**src/hw/rtl/fbfl_pkg.sv**
```systemverilog
// shared types, constants and helpers for the fixed-block free-list allocator
`default_nettype none
package fbfl_pkg;

	localparam int NUM_BLOCKS = 64;
	localparam int IDX_W      = $clog2(NUM_BLOCKS);
	localparam int CNT_W      = $clog2(NUM_BLOCKS + 1);
	localparam int BI_W       = 8;

	typedef enum logic [1:0] {
		CMD_GET    = 2'd0,
		CMD_PUT    = 2'd1,
		CMD_REINIT = 2'd2
	} cmd_t;

	typedef enum logic [1:0] {
		ST_OK    = 2'd0,
		ST_EMPTY = 2'd1,
		ST_RANGE = 2'd2,
		ST_FULL  = 2'd3
	} stat_t;

	typedef struct packed {
		logic             en;
		logic [IDX_W-1:0] addr;
		logic [IDX_W-1:0] data;
	} link_wr_t;

	typedef struct packed {
		logic             en;
		logic [IDX_W-1:0] addr;
	} link_rd_t;

	// successor of a block in the freshly built chain, last one wraps to 0
	function automatic logic [IDX_W-1:0] link_default(input logic [IDX_W-1:0] addr);
		logic [IDX_W-1:0] nxt;
		if (addr == IDX_W'(NUM_BLOCKS - 1)) begin
			nxt = '0;
		end else begin
			nxt = addr + IDX_W'(1);
		end
		return nxt;
	endfunction

endpackage
`default_nettype wire

```
**src/hw/rtl/fbfl_link_ram.sv**
```systemverilog
// link table memory with per-entry valid bits that fall back to the initial chain
`default_nettype none
module fbfl_link_ram
	import fbfl_pkg::*;
(
	input  wire logic             clk,
	input  wire logic             arst_n,
	input  wire link_wr_t         wr,
	input  wire link_rd_t         rd,
	input  wire logic             clear,
	output logic      [IDX_W-1:0] rd_data
);

	logic [IDX_W-1:0]      mem [NUM_BLOCKS];
	logic [NUM_BLOCKS-1:0] vld_q;
	logic [IDX_W-1:0]      rd_data_q;

	always_ff @(posedge clk) begin
		if (wr.en) begin
			mem[wr.addr] <= wr.data;
		end
	end

	always_ff @(posedge clk) begin
		if (rd.en) begin
			rd_data_q <= vld_q[rd.addr] ? mem[rd.addr] : link_default(rd.addr);
		end
	end

	// unwritten entries read as the rebuilt chain
	always_ff @(posedge clk or negedge arst_n) begin
		if (!arst_n) begin
			vld_q <= '0;
		end else if (clear) begin
			vld_q <= '0;
		end else if (wr.en) begin
			vld_q[wr.addr] <= 1'b1;
		end
	end

	assign rd_data = rd_data_q;

endmodule
`default_nettype wire

```
**src/hw/rtl/fixed_block_free_list_allocator.sv**
```systemverilog
// top level of the fixed-block free-list allocator
`default_nettype none
// Hands out and takes back blocks of a pool of NUM_BLOCKS equal-sized blocks,
// named by index. Each request word carries a command (get, put, reinit) and,
// for a put, the returned block index; each request gives exactly one response
// word with the granted index, a status, the free count after the command and
// empty/full flags. The link table is a synchronous memory, so a get issues its
// read of the head block's successor in the accept cycle and pops in the execute
// step. Put and reinit go through the same two steps. Reinit is done in those
// steps too: per-entry valid bits are cleared at once and an unwritten entry
// reads as the rebuilt chain, so there is no clearing pass after reset or
// reinit. The response sits in an output register, so a new request is accepted
// while the previous response still waits under rsp_stall; the block then holds
// in its execute step until that register frees up. A new request is taken only
// once the previous one has left its execute step.
module fixed_block_free_list_allocator
	import fbfl_pkg::*;
(
	input  wire logic             clk,
	input  wire logic             arst_n,
	// request channel
	input  wire logic             req_valid,
	output logic                  req_stall,
	input  wire logic [1:0]       command,
	input  wire logic [BI_W-1:0]  block_index,
	// response channel
	output logic                  rsp_valid,
	input  wire logic             rsp_stall,
	output logic      [IDX_W-1:0] granted_index,
	output logic      [1:0]       status,
	output logic      [CNT_W-1:0] free_blocks,
	output logic                  pool_empty,
	output logic                  pool_full
);

	typedef enum logic [1:0] {
		S_IDLE = 2'b01,
		S_EXEC = 2'b10
	} state_t;

	state_t           state_q;
	cmd_t             cmd_q;
	logic [BI_W-1:0]  idx_q;
	logic [IDX_W-1:0] head_q;
	logic [CNT_W-1:0] cnt_q;

	// response register
	logic             rsp_valid_q;
	logic [IDX_W-1:0] rsp_grant_q;
	stat_t            rsp_status_q;
	logic [CNT_W-1:0] rsp_free_q;
	logic             rsp_empty_q;
	logic             rsp_full_q;

	link_wr_t         link_wr;
	link_rd_t         link_rd;
	logic             link_clear;
	logic [IDX_W-1:0] link_rdata;

	logic             accept;
	logic             rsp_take;
	logic             finish;

	// next-state values computed in the execute step
	logic [IDX_W-1:0] head_nxt;
	logic [CNT_W-1:0] cnt_nxt;
	logic [IDX_W-1:0] grant_nxt;
	stat_t            status_nxt;

	assign req_stall = (state_q != S_IDLE);
	assign accept    = req_valid && !req_stall;
	assign rsp_take  = rsp_valid_q && !rsp_stall;
	// execute completes once the response register is free or draining
	assign finish    = (state_q == S_EXEC) && (!rsp_valid_q || !rsp_stall);

	// always look up the successor of the current head on accept
	always_comb begin
		link_rd.en   = accept;
		link_rd.addr = head_q;
	end

	always_comb begin
		head_nxt     = head_q;
		cnt_nxt      = cnt_q;
		grant_nxt    = '0;
		status_nxt   = ST_OK;
		link_wr.en   = 1'b0;
		link_wr.addr = IDX_W'(idx_q);
		link_wr.data = head_q;
		link_clear   = 1'b0;
		unique case (cmd_q)
			CMD_GET: begin
				if (cnt_q == '0) begin
					status_nxt = ST_EMPTY;
				end else begin
					// pop: the head block goes out, its successor becomes head
					grant_nxt = head_q;
					head_nxt  = link_rdata;
					cnt_nxt   = cnt_q - CNT_W'(1);
				end
			end
			CMD_PUT: begin
				priority if (32'(idx_q) >= 32'(NUM_BLOCKS)) begin
					status_nxt = ST_RANGE;
				end else if (cnt_q == CNT_W'(NUM_BLOCKS)) begin
					// pool full, refuse rather than overcount
					status_nxt = ST_FULL;
				end else begin
					// push: returned block links to the old head
					link_wr.en = finish;
					head_nxt   = IDX_W'(idx_q);
					cnt_nxt    = cnt_q + CNT_W'(1);
				end
			end
			CMD_REINIT: begin
				link_clear = finish;
				head_nxt   = '0;
				cnt_nxt    = CNT_W'(NUM_BLOCKS);
			end
			default: begin
				// unused code, no operation
			end
		endcase
	end

	fbfl_link_ram u_link_ram (
		.clk     (clk),
		.arst_n  (arst_n),
		.wr      (link_wr),
		.rd      (link_rd),
		.clear   (link_clear),
		.rd_data (link_rdata)
	);

	always_ff @(posedge clk or negedge arst_n) begin
		if (!arst_n) begin
			state_q <= S_IDLE;
			head_q  <= '0;
			cnt_q   <= CNT_W'(NUM_BLOCKS);
		end else begin
			unique case (state_q)
				S_IDLE: begin
					if (accept) begin
						state_q <= S_EXEC;
					end
				end
				S_EXEC: begin
					if (finish) begin
						state_q <= S_IDLE;
						head_q  <= head_nxt;
						cnt_q   <= cnt_nxt;
					end
				end
				default: begin
					state_q <= S_IDLE;
				end
			endcase
		end
	end

	// captured request word
	always_ff @(posedge clk) begin
		if (accept) begin
			cmd_q <= cmd_t'(command);
			idx_q <= block_index;
		end
	end

	always_ff @(posedge clk or negedge arst_n) begin
		if (!arst_n) begin
			rsp_valid_q <= 1'b0;
		end else if (finish) begin
			rsp_valid_q <= 1'b1;
		end else if (rsp_take) begin
			rsp_valid_q <= 1'b0;
		end
	end

	always_ff @(posedge clk) begin
		if (finish) begin
			rsp_grant_q  <= grant_nxt;
			rsp_status_q <= status_nxt;
			rsp_free_q   <= cnt_nxt;
			rsp_empty_q  <= (cnt_nxt == '0);
			rsp_full_q   <= (cnt_nxt == CNT_W'(NUM_BLOCKS));
		end
	end

	assign rsp_valid     = rsp_valid_q;
	assign granted_index = rsp_grant_q;
	assign status        = rsp_status_q;
	assign free_blocks   = rsp_free_q;
	assign pool_empty    = rsp_empty_q;
	assign pool_full     = rsp_full_q;

`ifndef NO_ASSERTIONS
	a_cnt_bound: assert property (@(posedge clk) disable iff (!arst_n)
		cnt_q <= CNT_W'(NUM_BLOCKS))
		else $error("free count above pool size");

	a_accept_exec: assert property (@(posedge clk) disable iff (!arst_n)
		accept |=> (state_q == S_EXEC))
		else $error("accepted word did not enter execute");

	a_get_pop: assert property (@(posedge clk) disable iff (!arst_n)
		(finish && cmd_q == CMD_GET && cnt_q != '0) |=>
		(cnt_q == $past(cnt_q) - CNT_W'(1)))
		else $error("successful get did not drop the free count");

	a_empty_flag: assert property (@(posedge clk) disable iff (!arst_n)
		(rsp_valid && status == ST_EMPTY) |-> (pool_empty && free_blocks == '0))
		else $error("empty status without empty pool");

	a_rsp_hold: assert property (@(posedge clk) disable iff (!arst_n)
		(rsp_valid_q && rsp_stall) |=> rsp_valid_q)
		else $error("stalled response word dropped");
`endif

endmodule
`default_nettype wire
```
**config.mk**
```make
export PLATFORM = sky130hd
export DESIGN_NAME = fixed_block_free_list_allocator
export DESIGN_NICKNAME = d
export VERILOG_FILES = /design/src/hw/rtl/fbfl_pkg.sv /design/src/hw/rtl/fbfl_link_ram.sv /design/src/hw/rtl/fixed_block_free_list_allocator.sv
export SDC_FILE = /design/constraint.sdc
export NUM_CORES = 1
export LEC_CHECK = 0
export ABC_AREA = 0
export ABC_CLOCK_PERIOD_IN_PS = 3660
export BUFFER_PORTS_ARGS = -buffer_cell sky130_fd_sc_hd__buf_2
export CORE_MARGIN = 1
export CORE_UTILIZATION = 35
export DETAILED_ROUTE_END_ITERATION = 8
export SYNTH_ARGS = -nofsm -noshare
export SYNTH_HDL_FRONTEND = slang
export SYNTH_SLANG_ARGS = --single-unit
```
**constraint.sdc**
```tcl
create_clock -name clk -period 3.66 [get_ports clk]
set_input_delay 0.549 -clock clk [delete_from_list [all_inputs] [get_ports clk]]
set_output_delay 0.549 -clock clk [all_outputs]
set_load 0.1 [all_outputs]
```
==> reports/metrics.yaml <==
status:
  status: "finished, final reports clean"
floorplanning:
  io_pins: 33
  placementRows: 87
  start_util_pct: 35.5
  die_w_um: 242
  die_h_um: 242
  die_area_um2: 58400
  core_region_area_um2: 56600
sta:
  hold_viol: 0
  final.setup.tns_ns: 0
  setup_violations: 0
  drv_slew: 0
  tightest_slew_ns: 1.03
  clock_skew_ns: 0.0229
  timing.final.ws_setup_ns: 0.529
  rsz0062_at_grt: "no"
  finalCriticalPeriod_ns: 3.13
  relSlewSlack_pct: 31.1
  max_freq_mhz: 319
  post-route-period-util_pct: 85.5
finish:
  finalNonFillerCells: 2060
  final_cell_mix: "417 x edfxtp_1, 102 x mux4_2, 97 x buf_4"
  final_layout_size_suffix_gt1_share_pct: 27.3
  fin_util_pct: 41.8
  final_nets: 1282
  diodes: 0
  mostFrequentLayoutCell: "edfxtp_1"
  fillers: 5027
  synthToLayoutAreaGrowth_pct: 17.7
placement:
  pre_cts_ws_ns: 0.530
  dpl.hpwl_um: 31700
  place_inst: 1963
  gp_congestion: 0.878
  io_buffers: 32
synthesis:
  synth_top_family_by_area: "multiplexers"
  synth.distinct_cells: 66
  syn_avg_cell_area_um2: 17.7
  yosysWarnings: 0
  yosys.area.top_type: "edfxtp_1"
  synth_area_um2: 20100
  syn_inst: 1134
  synth_mux_area_share_pct: 13.1
  synth_area_leaders: "edfxtp_1 62%, mux4_2 11%, dfrtp_1 9.7%, o21a_1 2.4%, nor2_1 1.6%"
  yosysSeqAreaShare_pct: 72.2
  synthArstFlopShare_pct: 16.1
  synthFlopType: "edfxtp_1"
  synth-compound-area-share_pct: 7.31
  synth_edf_count: 417
  synth-adder-area-share_pct: 0.435
  synth_nets: 1155
  yosys_register_bits: 497
  synth-simple-area-share_pct: 5.24
  yosys.area_share.xor_xnor_pct: 0.131
  synth.top_cell.area_share_pct: 62.3
detailed_routing:
  drt_iter0_markers: 1086
  wirelength_um: 48500
  drtAntennaViolNets: 0
  avgViaCountPerCell: 5.39
  wire_per_inst_um: 23.6
  dr.pass1.iters: 5
  vias: 11105
  drc_errors: 0
clocking:
  clock_sinks: 497
  clock_latency_ns: 0.59
  post_cts_resize_count: 0
  clkTransAtPathRegs_ns: 0.07
  clockBufferDepth: 3
  cts_tree: "yes"
  cts_root_buf: "clkbuf_16"
  cts_hold_buf: 0
  cts_buffers: 52
  cts_setup_buffers: 0
  htree_levels: 2
setup_path:
  cp_slowest_stage_delay_ns: 0.78
  crit_path_start_kind: "flip-flop"
  worstPathMaxFanout: 39
  end_kind: "flip-flop"
  required_ns: 4.01
  crit_slowest_cell: "dfrtp_4"
  cp_common_cell: "o22ai_1"
  crit_chain: "buf_12 -> mux4_2 -> o22ai_1 -> o22ai_1 -> a211oi_4 -> mux2_2"
  crit_type: "flip-flop to flip-flop"
  critPathArrivalTime_ns: 3.48
global_routing:
  grt_pass1_wl_um: 73000
  overflow: 0
  grt_antenna_before_repair: 0
  grt_max_degree: 70
  grt_usage_pct: 16.7
  grt_pass1_vias: 11196
pwr:
  p_leak_nw: 8.07
  p_per_area_nw_per_um2: 737
  ir_drop_mv: 0.411
run:
  drv_cap: 0
hold_path:
  min_path_type: "primary input to async pin"
through the flow:
step | power (mW) | area, um^2 | hold slack [ns]
floorplan | 10.2 | 20100 | 0.253
detailed placement | 12.0 | 21800 | 0.476
global route | 18.1 | 23700 | 0.120
finish | 17.5 | 23700 | 0.0959
global placement | 11.9 | 21800 | 0.468
CTS | 17.6 | 23700 | 0.112
worst max-delay path: cells and delay by family (launching register included):
kind | cells | cell delay, ns
multiplexers | 2 | 0.94
AO/OA/AOI/OAI | 3 | 0.85
flip-flops | 1 | 0.78
buffers and inverters | 1 | 0.31
sequential cells by signal (all words and copies together) (netlist names):
signal / cells
u_link_ram.mem: 384
u_link_ram.vld_q: 64
idx_q: 8
cnt_q: 7
free_blocks: 7
granted_index: 6
head_q: 6
u_link_ram.rd_data: 6
cmd_q: 2
state_q: 2
status: 2
pool_empty: 1
pool_full: 1
rsp_valid: 1
power breakdown:
group          leakage (nW)  switching [mW]  total (mW)  internal, mW
registers              4.88           0.472        7.36          6.89
clock network         0.898            2.17        5.62          3.45
logic                  2.29            2.65        4.47          1.82
total                  8.07            5.30        17.5          12.2
layout make-up:
cell class | count | area (um^2) | area share, %
Tap cell | 756 | 946 | 3.99
Clock buffer | 58 | 1360 | 5.72
Inverter | 10 | 37.5 | 0.159
Multi-Input combinational cell | 565 | 5290 | 22.3
Clock inverter | 39 | 489 | 2.07
Sequential cell | 497 | 14500 | 61.4
Timing Repair Buffer | 135 | 1020 | 4.32
cell usage after synthesis, types with 4 or more instances:
cell and instances:
buf_2 19, inv_1 9, a31oi_1 8, o221ai_1 5, o21a_1 65, nor3_1 6, or2_2 4, nand2b_1 11
nor2b_1 21, and2_1 7, nand3_1 11, a221oi_1 5, a211oi_1 9, nand3b_1 6, mux2i_1 22, o22a_1 5
mux4_2 102, or3_1 4, nor2_1 88, o21ai_0 26, o22ai_1 15, clkbuf_1 33, dfrtp_1 78, a21oi_1 21
nand2_1 40, mux2_2 11, ha_1 7, edfxtp_1 417, a22oi_1 14, a22o_1 7, buf_1 7
path summary, 6_finish.rpt:
path / start / end / slack, ns / cells after the start
min in group clk: block_index[0] / idx_q[0] / 0.14 / 1
min reg2reg: u_link_ram.vld_q[23] / u_link_ram.vld_q[23] / 0.49 / 1
max: head_q[0] / u_link_ram.rd_data[3] / 0.53 / 6
max reg2reg: head_q[0] / u_link_ram.rd_data[3] / 0.53 / 6
max in group asynchronous: arst_n / u_link_ram.vld_q[61] / 2.75 / 2
min: arst_n / cnt_q[0] / 0.1 / 1
kinds of logic after synthesis:
family	after synthesis
compound gates	205
xor+xnor	3
fa+ha+maj	7
buf+inv	72
flops	497
mux	135
simple gates	215
layer usage:
layer  wire length (um)  GRT usage [%]  vias up
li1                   -              -     4813
met1              21000           22.8     5867
met2              23300           26.5      346
met3               3060           3.71       79
met4               1190           5.12        0
met5                  0              0        -
(Power assumes the default switching activity.)
